--- src/rtl/sync_header_xor_frame_parser_assert.svh ---
// ----------------------------------------------------------------------------
// Assertion macros for the frame parser
// Clocked on clk, disabled while rst_n is low.
// ----------------------------------------------------------------------------
`ifndef SYNC_HEADER_XOR_FRAME_PARSER_ASSERT_SVH
`define SYNC_HEADER_XOR_FRAME_PARSER_ASSERT_SVH

// Same-cycle implication
`define SHXFP_ASSERT_NOW(label, ante, cons) \
    label: assert property (@(posedge clk) disable iff (!rst_n) (ante) |-> (cons)) \
        else $error("frame parser assertion failed");

// Next-cycle implication
`define SHXFP_ASSERT_NEXT(label, ante, cons) \
    label: assert property (@(posedge clk) disable iff (!rst_n) (ante) |=> (cons)) \
        else $error("frame parser assertion failed");

`endif

--- src/rtl/shxfp_pkg.sv ---
// ----------------------------------------------------------------------------
// shxfp_pkg
// Constants and types used by the frame parser.
// ----------------------------------------------------------------------------
package shxfp_pkg;

    // Payload bytes carried in each frame
    localparam int PAYLOAD_BYTES = 5;
    // Payload fields on the result channel
    localparam int OUT_PAYLOAD   = 5;
    // Payload fields actually filled from the store
    localparam int OUT_COPY      = (PAYLOAD_BYTES < OUT_PAYLOAD) ? PAYLOAD_BYTES : OUT_PAYLOAD;
    // Payload counter / store index width
    localparam int CNT_W         = (PAYLOAD_BYTES > 1) ? $clog2(PAYLOAD_BYTES) : 1;

    localparam logic [7:0] HDR_FIRST  = 8'hAA;
    localparam logic [7:0] HDR_SECOND = 8'hBB;

    typedef enum logic [2:0] {
        PH_HEAD1 = 3'd0,
        PH_HEAD2 = 3'd1,
        PH_INDEX = 3'd2,
        PH_TYPE  = 3'd3,
        PH_DATA  = 3'd4,
        PH_CHECK = 3'd5
    } phase_t;

    typedef struct packed {
        logic [7:0]                  dest_index;
        logic [7:0]                  msg_type;
        logic [OUT_PAYLOAD-1:0][7:0] payload;
    } result_t;

endpackage

--- src/rtl/shxfp_if.sv ---
// ----------------------------------------------------------------------------
// shxfp channel interfaces
// Valid/ready channels for received bytes and for decoded frames.
// ----------------------------------------------------------------------------

// Received byte stream
interface shxfp_byte_if;
    logic       valid;
    logic       ready;
    logic [7:0] rx_byte;

    modport source (output valid, output rx_byte, input ready);
    modport sink   (input valid, input rx_byte, output ready);
endinterface

// Decoded frame results
interface shxfp_frame_if;
    logic       valid;
    logic       ready;
    logic [7:0] dest_index;
    logic [7:0] msg_type;
    logic [7:0] payload_0;
    logic [7:0] payload_1;
    logic [7:0] payload_2;
    logic [7:0] payload_3;
    logic [7:0] payload_4;

    modport source (output valid, output dest_index, output msg_type,
                    output payload_0, output payload_1, output payload_2,
                    output payload_3, output payload_4, input ready);
    modport sink   (input valid, input dest_index, input msg_type,
                    input payload_0, input payload_1, input payload_2,
                    input payload_3, input payload_4, output ready);
endinterface

--- src/rtl/sync_header_xor_frame_parser.sv ---
// ----------------------------------------------------------------------------
// sync_header_xor_frame_parser
// Hunts for AA BB index type payload[5] check frames in a byte stream and
// emits index, type and payload of every frame whose XOR check passes.
// ----------------------------------------------------------------------------
//  channel | dir | payload                                  | transaction
//  --------+-----+------------------------------------------+------------------
//  rx      | in  | rx_byte                                  | one received byte
//  frame   | out | dest_index, msg_type, payload_0..4       | one good frame
//
//  One byte is decided per cycle while rx.ready is high; the parse state
//  updates on the same edge the byte is taken, and a good frame lands in
//  the result register then; frame.valid follows in the next cycle.
//  rx.ready drops only while a result sits in the result register and
//  frame.ready is low; a result is taken and a new byte accepted together.
//  Reset (rst_n low, asynchronous) returns the parser to header hunting.
// ----------------------------------------------------------------------------
`include "sync_header_xor_frame_parser_assert.svh"

module sync_header_xor_frame_parser
(
    input  logic          clk,
    input  logic          rst_n,
    shxfp_byte_if.sink    rx,
    shxfp_frame_if.source frame
);

    shxfp_pkg::phase_t             phase_reg, phase_next;
    logic [7:0]                    xor_reg, xor_next;
    logic [7:0]                    index_reg, index_next;
    logic [7:0]                    type_reg, type_next;
    logic [shxfp_pkg::CNT_W-1:0]   cnt_reg, cnt_next;
    logic [7:0]                    store_reg [shxfp_pkg::PAYLOAD_BYTES];
    logic                          store_we;
    logic                          hit;
    logic                          rx_acc;
    logic                          out_valid_reg;
    shxfp_pkg::result_t            res_reg, res_next;

    // Byte accepted whenever the result register is free or being drained
    assign rx.ready = !out_valid_reg || frame.ready;
    assign rx_acc   = rx.valid && rx.ready;

    // Next parse state for the byte on the input
    always_comb
    begin
        phase_next = phase_reg;
        xor_next   = xor_reg;
        index_next = index_reg;
        type_next  = type_reg;
        cnt_next   = cnt_reg;
        store_we   = 1'b0;
        hit        = 1'b0;
        case (phase_reg)
            shxfp_pkg::PH_HEAD2:
            begin
                if (rx.rx_byte == shxfp_pkg::HDR_SECOND)
                begin
                    xor_next   = xor_reg ^ rx.rx_byte;
                    phase_next = shxfp_pkg::PH_INDEX;
                end
                else if (rx.rx_byte == shxfp_pkg::HDR_FIRST)
                begin
                    xor_next   = shxfp_pkg::HDR_FIRST;
                    phase_next = shxfp_pkg::PH_HEAD2;
                end
                else
                begin
                    phase_next = shxfp_pkg::PH_HEAD1;
                end
            end
            shxfp_pkg::PH_INDEX:
            begin
                xor_next   = xor_reg ^ rx.rx_byte;
                index_next = rx.rx_byte;
                cnt_next   = '0;
                phase_next = shxfp_pkg::PH_TYPE;
            end
            shxfp_pkg::PH_TYPE:
            begin
                xor_next   = xor_reg ^ rx.rx_byte;
                type_next  = rx.rx_byte;
                phase_next = shxfp_pkg::PH_DATA;
            end
            shxfp_pkg::PH_DATA:
            begin
                xor_next = xor_reg ^ rx.rx_byte;
                store_we = 1'b1;
                if (cnt_reg == shxfp_pkg::CNT_W'(shxfp_pkg::PAYLOAD_BYTES - 1))
                begin
                    cnt_next   = '0;
                    phase_next = shxfp_pkg::PH_CHECK;
                end
                else
                begin
                    cnt_next = cnt_reg + 1'b1;
                end
            end
            shxfp_pkg::PH_CHECK:
            begin
                if (rx.rx_byte == xor_reg)
                begin
                    hit        = 1'b1;
                    phase_next = shxfp_pkg::PH_HEAD1;
                end
                else if (rx.rx_byte == shxfp_pkg::HDR_FIRST)
                begin
                    xor_next   = shxfp_pkg::HDR_FIRST;
                    phase_next = shxfp_pkg::PH_HEAD2;
                end
                else
                begin
                    phase_next = shxfp_pkg::PH_HEAD1;
                end
            end
            default:
            begin
                // Hunting for the first header byte
                if (rx.rx_byte == shxfp_pkg::HDR_FIRST)
                begin
                    xor_next   = shxfp_pkg::HDR_FIRST;
                    phase_next = shxfp_pkg::PH_HEAD2;
                end
                else
                begin
                    phase_next = shxfp_pkg::PH_HEAD1;
                end
            end
        endcase
    end

    // Result word from the held header fields and the payload store
    always_comb
    begin
        res_next            = '0;
        res_next.dest_index = index_reg;
        res_next.msg_type   = type_reg;
        for (int i = 0; i < shxfp_pkg::OUT_COPY; i++)
        begin
            res_next.payload[i] = store_reg[i];
        end
    end

    // Parse control state
    always_ff @(posedge clk or negedge rst_n)
    begin
        if (!rst_n)
        begin
            phase_reg <= shxfp_pkg::PH_HEAD1;
            xor_reg   <= '0;
            index_reg <= '0;
            type_reg  <= '0;
            cnt_reg   <= '0;
        end
        else if (rx_acc)
        begin
            phase_reg <= phase_next;
            xor_reg   <= xor_next;
            index_reg <= index_next;
            type_reg  <= type_next;
            cnt_reg   <= cnt_next;
        end
    end

    // Payload store, no reset: every entry is written before a check passes
    always_ff @(posedge clk)
    begin
        if (rx_acc && store_we)
        begin
            store_reg[cnt_reg] <= rx.rx_byte;
        end
    end

    // Result register valid flag
    always_ff @(posedge clk or negedge rst_n)
    begin
        if (!rst_n)
        begin
            out_valid_reg <= 1'b0;
        end
        else if (rx_acc && hit)
        begin
            out_valid_reg <= 1'b1;
        end
        else if (frame.ready)
        begin
            out_valid_reg <= 1'b0;
        end
    end

    // Result register payload
    always_ff @(posedge clk)
    begin
        if (rx_acc && hit)
        begin
            res_reg <= res_next;
        end
    end

    assign frame.valid      = out_valid_reg;
    assign frame.dest_index = res_reg.dest_index;
    assign frame.msg_type   = res_reg.msg_type;
    assign frame.payload_0  = res_reg.payload[0];
    assign frame.payload_1  = res_reg.payload[1];
    assign frame.payload_2  = res_reg.payload[2];
    assign frame.payload_3  = res_reg.payload[3];
    assign frame.payload_4  = res_reg.payload[4];

    // A passing check byte always yields a result next cycle
    `SHXFP_ASSERT_NEXT(a_check_hit_emits, rx_acc && phase_reg == shxfp_pkg::PH_CHECK && rx.rx_byte == xor_reg, out_valid_reg)

    // No result appears from any byte outside the check phase
    `SHXFP_ASSERT_NEXT(a_result_only_from_check, rx_acc && !out_valid_reg && phase_reg != shxfp_pkg::PH_CHECK, !out_valid_reg)

    // Payload counter stays inside the store while collecting data
    `SHXFP_ASSERT_NOW(a_count_in_range, phase_reg == shxfp_pkg::PH_DATA, cnt_reg <= shxfp_pkg::CNT_W'(shxfp_pkg::PAYLOAD_BYTES - 1))

    // Leaving the data phase always resets the counter for the next frame
    `SHXFP_ASSERT_NEXT(a_count_cleared_at_check, rx_acc && phase_reg == shxfp_pkg::PH_DATA && phase_next == shxfp_pkg::PH_CHECK, cnt_reg == '0)

endmodule
--- src/flat_wrapper.sv ---
// flat-port wrapper written by rule: the top's interface ports become plain ports
module sync_header_xor_frame_parser_flat 
  (clk, rst_n, rx_valid, rx_rx_byte, rx_ready, frame_valid, frame_dest_index, frame_msg_type, frame_payload_0, frame_payload_1, frame_payload_2, frame_payload_3, frame_payload_4, frame_ready);
  shxfp_byte_if rx_i ();
  shxfp_frame_if frame_i ();
  input  logic clk;
  input  logic rst_n;
  input wire logic [$bits(rx_i.valid)-1:0] rx_valid;
  input wire logic [$bits(rx_i.rx_byte)-1:0] rx_rx_byte;
  output wire logic [$bits(rx_i.ready)-1:0] rx_ready;
  output wire logic [$bits(frame_i.valid)-1:0] frame_valid;
  output wire logic [$bits(frame_i.dest_index)-1:0] frame_dest_index;
  output wire logic [$bits(frame_i.msg_type)-1:0] frame_msg_type;
  output wire logic [$bits(frame_i.payload_0)-1:0] frame_payload_0;
  output wire logic [$bits(frame_i.payload_1)-1:0] frame_payload_1;
  output wire logic [$bits(frame_i.payload_2)-1:0] frame_payload_2;
  output wire logic [$bits(frame_i.payload_3)-1:0] frame_payload_3;
  output wire logic [$bits(frame_i.payload_4)-1:0] frame_payload_4;
  input wire logic [$bits(frame_i.ready)-1:0] frame_ready;
  assign rx_i.valid = rx_valid;
  assign rx_i.rx_byte = rx_rx_byte;
  assign rx_ready = rx_i.ready;
  assign frame_valid = frame_i.valid;
  assign frame_dest_index = frame_i.dest_index;
  assign frame_msg_type = frame_i.msg_type;
  assign frame_payload_0 = frame_i.payload_0;
  assign frame_payload_1 = frame_i.payload_1;
  assign frame_payload_2 = frame_i.payload_2;
  assign frame_payload_3 = frame_i.payload_3;
  assign frame_payload_4 = frame_i.payload_4;
  assign frame_i.ready = frame_ready;
  sync_header_xor_frame_parser u_core (.clk(clk), .rst_n(rst_n), .rx(rx_i), .frame(frame_i));
endmodule
--- config.mk ---
export PLATFORM = sky130hd
export DESIGN_NAME = sync_header_xor_frame_parser_flat
export DESIGN_NICKNAME = d
export VERILOG_FILES = /design/src/rtl/shxfp_pkg.sv /design/src/rtl/shxfp_if.sv /design/src/rtl/sync_header_xor_frame_parser.sv /design/src/flat_wrapper.sv
export VERILOG_INCLUDE_DIRS = /design/src /design/src/rtl
export SDC_FILE = /design/constraint.sdc
export NUM_CORES = 1
export LEC_CHECK = 0
export CORE_MARGIN = 5
export CORE_UTILIZATION = 55
export DETAILED_ROUTE_END_ITERATION = 6
export DONT_BUFFER_PORTS = 1
export PLACE_DENSITY = 0.69
export RECOVER_POWER = 100
export SYNTH_ARGS = -nofsm -noshare
export SYNTH_HDL_FRONTEND = slang
export SYNTH_SLANG_ARGS = --single-unit
--- constraint.sdc ---
create_clock -name clk -period 14.6 [get_ports clk]
set_clock_uncertainty 0.15 [all_clocks]
set_input_delay 2.92 -clock clk [delete_from_list [all_inputs] [get_ports clk]]
set_output_delay 2.92 -clock clk [all_outputs]
set_load 0.02 [all_outputs]
==> results of run 1 <==
==> power by group through the flow <==
stage	clock network (mW)	logic [mW]	registers [mW]
final	0.384	0.00830	0.390
after detailed placement	0	0.00956	0.397
after floorplan	0	0.00858	0.397
after global routing	0.406	0.00903	0.390
after CTS	0.390	0.00956	0.390
after global placement	0	0.00920	0.397
==> through the flow <==
step	hold WS [ns]	std cells	instance area (um2)	setup WS (ns)
after floorplan	0.250	274	4660	4.92
after global placement	0.251	374	4800	8.25
after detailed placement	0.255	374	4800	8.21
after CTS	0.267	406	5350	8.21
after global routing	0.269	406	5270	7.12
final	0.267	406	5270	7.52
==> cell families after synthesis <==
| group | count (synthesis) |
|---|---|
| flip-flops | 127 |
| AND/OR/NAND/NOR | 59 |
| multiplexers | 8 |
| buffers and inverters | 16 |
| AO/OA/AOI/OAI | 53 |
| adder cells (fa/ha/maj) | 3 |
| XOR/XNOR | 8 |
==> routing by layer <==
layer,vias up,track usage,routed length [um]
met4,0,0.0848,214
met5,-,0,0
li1,1082,-,-
met2,90,0.272,4160
met1,1199,0.211,3450
met3,20,0.0683,598
==> cells in the mapped netlist, types with 2 or more instances <==
cell / instances / area share
nand2_1: 17 / 0.014
nor2_1: 5 / 0.0040
mux2_2: 8 / 0.019
a21o_1: 2 / 0.0032
nor3_1: 5 / 0.0054
o21ai_0: 20 / 0.021
clkbuf_1: 3 / 0.0024
nor2b_1: 2 / 0.0027
o311ai_2: 4 / 0.014
edfxtp_1: 96 / 0.62
ha_1: 3 / 0.0081
dfrtp_1: 31 / 0.17
inv_1: 9 / 0.0072
nor4_1: 5 / 0.0067
o31ai_1: 5 / 0.0081
o41ai_1: 4 / 0.0075
or2b_1: 2 / 0.0032
nand3_1: 4 / 0.0043
nand2b_1: 4 / 0.0054
nand4_1: 2 / 0.0027
xnor2_1: 8 / 0.015
buf_2: 3 / 0.0032
a22o_1: 3 / 0.0056
a21oi_1: 9 / 0.0097
==> worst paths after layout <==
check,start,to,cells past startpoint
hold reg to reg,u_core.store_reg[4][3],frame_payload_4[3],0
setup / recovery,rx_rx_byte[4],u_core.frame.msg_type[4],4
setup reg to reg,u_core.phase_reg[1],u_core.frame.msg_type[4],4
min in group asynchronous,rst_n,u_core.type_reg[6],0
max in group asynchronous,rst_n,u_core.cnt_reg[0],0
hold / removal,u_core.store_reg[4][3],frame_payload_4[3],0
==> cell type report <==
type	instances	area, um2
Fill cell	547	2940
Inverter	9	33.8
Clock buffer	17	414
Clock inverter	15	135
Tap cell	105	131
Sequential cell	127	3660
Timing Repair Buffer	2	7.51
Multi-Input combinational cell	131	892
==> critical path: stages <==
cell and delay (ns):
xnor2_1 0.18, or3b_1 0.41, nor4_1 1.62, clkbuf_1 1.84
==> qor.yml, run 1 <==
status:
  status: "complete, but fails checks"
  violations: "max-capacitance violations, max-slew violations"
place:
  gp_congestion: 0.842
  dp_hpwl_mm: 5.20
  portBuffers: 0
final_layout:
  antenna_cells: 0
  final_util: 0.642
  syn_to_final_growth_pct: 13.1
  drive_above_1_share: 0.146
  final_nets: 303
  largest_register_ffs: 40
  most-common-layout-cells: "edfxtp_1 (96), dfrtp_1 (31), o21ai_0 (20), nand2_1 (17), clkbuf_16 (16)"
  final_common_cell: "edfxtp_1"
setup_path:
  required_ns: 14.53
  cp_max_fo: 48
  critPathLaunchType: "primary input"
  worstSetupPathType: "in -> reg"
  crit_arrival_ns: 7.01
  crit_path_end_kind: "flop"
  r2r_slack_ns: 9.27
clock_network:
  post-cts-setup-buffers: 0
  cts_max_level: 4
  hold_buffers: 0
  clkLatencyLatePin_ns: 0.51
  ctsResizeCount: 0
  cts.reportedPaths.clkPinSlew_ns: 0.06
  cts.path.max_buffers: 2
  cts_root_buf: "clkbuf_8"
  cts.sinks: 127
  cts_tree: "built"
  cts_buffers: 17
power:
  p_leak_nw: 1.90
  p_switching_uw: 163
  clkPwrFrac: 0.491
  combPwrFrac: 0.011
  vdd_drop_max_v: 0.0000764
  powerDensity_nw_per_um2: 148
  intPower_uw: 620
  swShare: 0.208
  power_uw: 782
  p_seq_frac: 0.499
sta:
  tns_ns: 0
  relSlewSlack: -0.637
  worstMarginPinSlew_ns: 2.46
  rsz0062_at_grt: "false"
  drv_slew: 96
  fin_crit_sh: 0.485
  fmax_ghz: 0.141
  fin_crit_ns: 7.08
  finalHoldViolCount: 0
  setup_violations: 0
logic_synthesis:
  synth_compound_gate_area_share: 0.0795
  ys.warnings.count: 0
  synth_edf_count: 96
  synth_top_family_by_area: "compound AO/OA/AOI/OAI gates"
  synthXorXnorAreaFrac: 0.0150
  synth_fp_nets: 289
  syn_area_um2: 4660
  ys_ff_latch: 127
  yosysSeqAreaShare: 0.785
  synthFlopType: "edfxtp_1"
  yosys.area_share.simple: 0.0787
  yosys-mux-area-fraction: 0.0193
  synth_fa_ha_area_frac: 0.00805
  syn-mean-instance-area_um2: 17.0
  synthCells: 274
  synth.distinct_cells: 44
  async_flop_share: 0.244
routing:
  vias: 2391
  avgViaCountPerCell: 5.89
  route.detailed.drc: 0
  wl_per_cell_um: 20.8
  routed_wl_mm: 8.43
  drt_first_pass_iters: 4
  ant_nets: 0
  drt-initial-drc-count: 113
global_routing:
  overflow: 0
  grt_pass1_vias: 2414
  grt_pass1_wl_mm: 13.1
  antenna_found_initial: 0
  grt_max_degree: 49
  grt_use_total: 0.174
floorplanning:
  ios: 70
  die_x_um: 102
  num_rows: 33
  die_h_um: 102
  die_area_um2: 10400
  core_area_um2: 8220
  start_util: 0.567
hold_path:
  min_path_type: "reg -> reg"
job:
  drv_cap: 6
(Power assumes the default switching activity.)
==> run 2, diff against run 1 <==
==> constraint.sdc (replaced) <==
create_clock -name clk -period 6.8 [get_ports clk]
set_clock_uncertainty 0.15 [all_clocks]
set_input_delay 1.36 -clock clk [delete_from_list [all_inputs] [get_ports clk]]
set_output_delay 1.36 -clock clk [all_outputs]
set_load 0.02 [all_outputs]
==> run 2 against run 1 <==
The run still ends with max-capacitance violations, max-slew violations left. Register-to-register slack got worse by 6.8 ns. Total power rose by 120%. Via count fell by 3.7%. Die area did not move. Utilization rose by 1.1 points. Sequential share of layout area fell by 1.1 points. First-iteration DRC count fell by 4.4%. Clock-buffer cell count rose by 1. Non-clock buffer count did not move. Worst hold slack got worse by 0.0079 ns. Setup slack got worse by 5.3 ns. Combinational power rose by 150%. Critical endpoint is now frame_payload_4[1].
==> qor.yml, run 2 (same netlist as run 1, synthesis figures left out) <==
place:
  place_area_um2: 4810  # +0.18%
  portBuffers: 0  # unchanged
  dp_hpwl_mm: 5.36  # +3.0%
  place_worst_setup_slack_ns: 2.65  # -5.56 ns
  gp_congestion: 0.802  # -4.8%
power:
  vdd_drop_max_v: 0.000145  # +90%
  clkPwrFrac: 0.511  # +0.020
  combPwrFrac: 0.012  # about the same
  p_switching_uw: 348  # +110%
  swShare: 0.198  # -0.00987
  powerDensity_nw_per_um2: 328  # +120%
  intPower_mw: 1.41  # +130%
  p_seq_frac: 0.477  # -0.022
  power_mw: 1.76  # +120%
  p_leak_nw: 1.94  # +1.6%
global_routing:
  grt_pass1_wl_mm: 13.1  # -0.32%
  antenna_found_initial: 0  # unchanged
  grt_pass1_vias: 2337  # -3.2%
  grt_max_degree: 41  # -16%
  overflow: 0  # unchanged
  grt_use_total: 0.172  # -0.00155
floorplanning:
  die_h_um: 102  # unchanged
  num_rows: 33  # unchanged
  ios: 70  # unchanged
  die_area_um2: 10400  # unchanged
  die_x_um: 102  # unchanged
  start_util: 0.567  # unchanged
  core_area_um2: 8220  # unchanged
routing:
  drt_first_pass_iters: 5  # +1
  avgViaCountPerCell: 5.67  # -3.7%
  ant_nets: 0  # unchanged
  route.detailed.drc: 0  # unchanged
  wl_met3_um: 572  # -4.3%
  vias: 2303  # -3.7%
  wl_per_cell_um: 20.4  # -2.0%
  drt-initial-drc-count: 108  # -4.4%
  dr_wl_met2_mm: 4.08  # -2.0%
  routed.top_layer: "met4"
  routed_wl_mm: 8.27  # -2.0%
  wl_met1_mm: 3.57  # +3.4%
clock_network:
  cts.reportedPaths.clkPinSlew_ns: 0.06  # about the same
  cts_root_buf: "clkbuf_8"
  cts.path.max_buffers: 2  # unchanged
  cts_max_level: 4  # unchanged
  cts_buffers: 17  # unchanged
  hold_buffers: 0  # unchanged
  cts_tree: "built"
  post-cts-setup-buffers: 0  # unchanged
  ctsResizeCount: 0  # unchanged
  clkLatencyLatePin_ns: 0.51  # about the same
  cts.sinks: 127  # unchanged
setup_path:
  crit_path_end_kind: "flop"
  crit_arrival_ns: 4.48  # -2.53 ns
  r2r_slack_ns: 2.49  # -6.78 ns
  worstSetupPathType: "in -> reg"
  critical_path.top_delay_family: "buffers and inverters"
  required_ns: 6.73  # -7.80 ns
  crit_buf_inv: 2  # +1
  cpPeakStageDelay_ns: 1.51  # -0.33 ns
  crit_path_cell_trace: "nor2b_1 > inv_1 > nand2_1 > nor4_4 > clkbuf_1"
  cp_max_fo: 40  # -17%
  critPathLaunchType: "primary input"
  slowest_stage: "clkbuf_1"
final_layout:
  final_common_cell: "edfxtp_1"
  final_nets: 303  # unchanged
  syn_to_final_growth_pct: 15.0
  largest_register_ffs: 40  # unchanged
  most-common-layout-cells: "edfxtp_1 (96), dfrtp_1 (31), o21ai_0 (20), nand2_1 (17), clkbuf_16 (16)"
  stdcell_area_um2: 5360  # +1.6%
  antenna_cells: 0  # unchanged
  drive_above_1_share: 0.159  # +0.0133
status:
  violations: "max-capacitance violations, max-slew violations"
  status: "complete, but fails checks"
sta:
  rsz0062_at_grt: "false"
  fin_hold_ws_ns: 0.259  # -0.00787 ns
  worst_slack_ns: 2.25  # -5.27 ns
  fin_crit_sh: 0.669
  setup_violations: 0  # unchanged
  worstMarginPinSlew_ns: 2.07  # -0.384 ns
  relSlewSlack: -0.400  # +0.237
  fmax_ghz: 0.220
  tns_ns: 0  # unchanged
  fin_crit_ns: 4.55
  drv_slew: 77  # -20%
  finalHoldViolCount: 0  # unchanged
job:
  drv_cap: 5  # -1
hold_path:
  min_path_type: "reg -> reg"
run 2: cell count changes in the layout (fill, tap and decap cells not counted), sizes merged:
cell | previous run | this run
clkinv | 6 | 2
bufinv | 1 | 3
clkbuf | 19 | 20
clkinvlp | 3 | 4
run 2: layer usage:
layer / GRT usage / vias up
met5: 0 / -
li1: - / 1089
met2: 0.260 / 82
met4: 0.0696 / 0
met3: 0.0730 / 4
met1: 0.222 / 1128
run 2: metrics by stage:
step,utilization,instances
6_report,0.652,406
5_1_grt,0.652,406
4_1_cts,0.659,406
3_5_place_dp,0.586,374
3_3_place_gp,0.586,374
2_1_floorplan,-,274
run 2: cell type report:
cell class	count	area, um2
Inverter	9	33.8
Fill cell	538	2860
Sequential cell	127	3660
Multi-Input combinational cell	131	930
Tap cell	105	131
Clock inverter	14	180
Timing Repair Buffer	2	7.51
Clock buffer	18	418
run 2: power by group through the flow:
stage / Sequential [mW] / Clock [mW] / Combinational, mW
2_1_floorplan: 0.852 / 0 / 0.0186
3_3_place_gp: 0.853 / 0 / 0.0206
3_5_place_dp: 0.853 / 0 / 0.0211
4_1_cts: 0.838 / 0.910 / 0.0212
5_1_grt: 0.838 / 0.950 / 0.0229
6_report: 0.838 / 0.897 / 0.0206
run 2: path summary, 6_finish.rpt:
check                                       start                 end  cells past startpoint
setup / recovery                      frame_ready  frame_payload_4[1]                      5
setup reg to reg              u_core.phase_reg[1]  frame_payload_4[1]                      4
max in group asynchronous                   rst_n   u_core.xor_reg[7]                      0
hold reg to reg            u_core.store_reg[1][3]  frame_payload_1[3]                      0
hold / removal             u_core.store_reg[1][3]  frame_payload_1[3]                      0
min in group asynchronous                   rst_n  u_core.type_reg[0]                      0
run 2: worst register-to-register path: cells and delay by family (launching register included):
kind,cells,cell delay [ns]
flops,1,0.54
buf+inv,1,1.51
simple gates,3,1.68
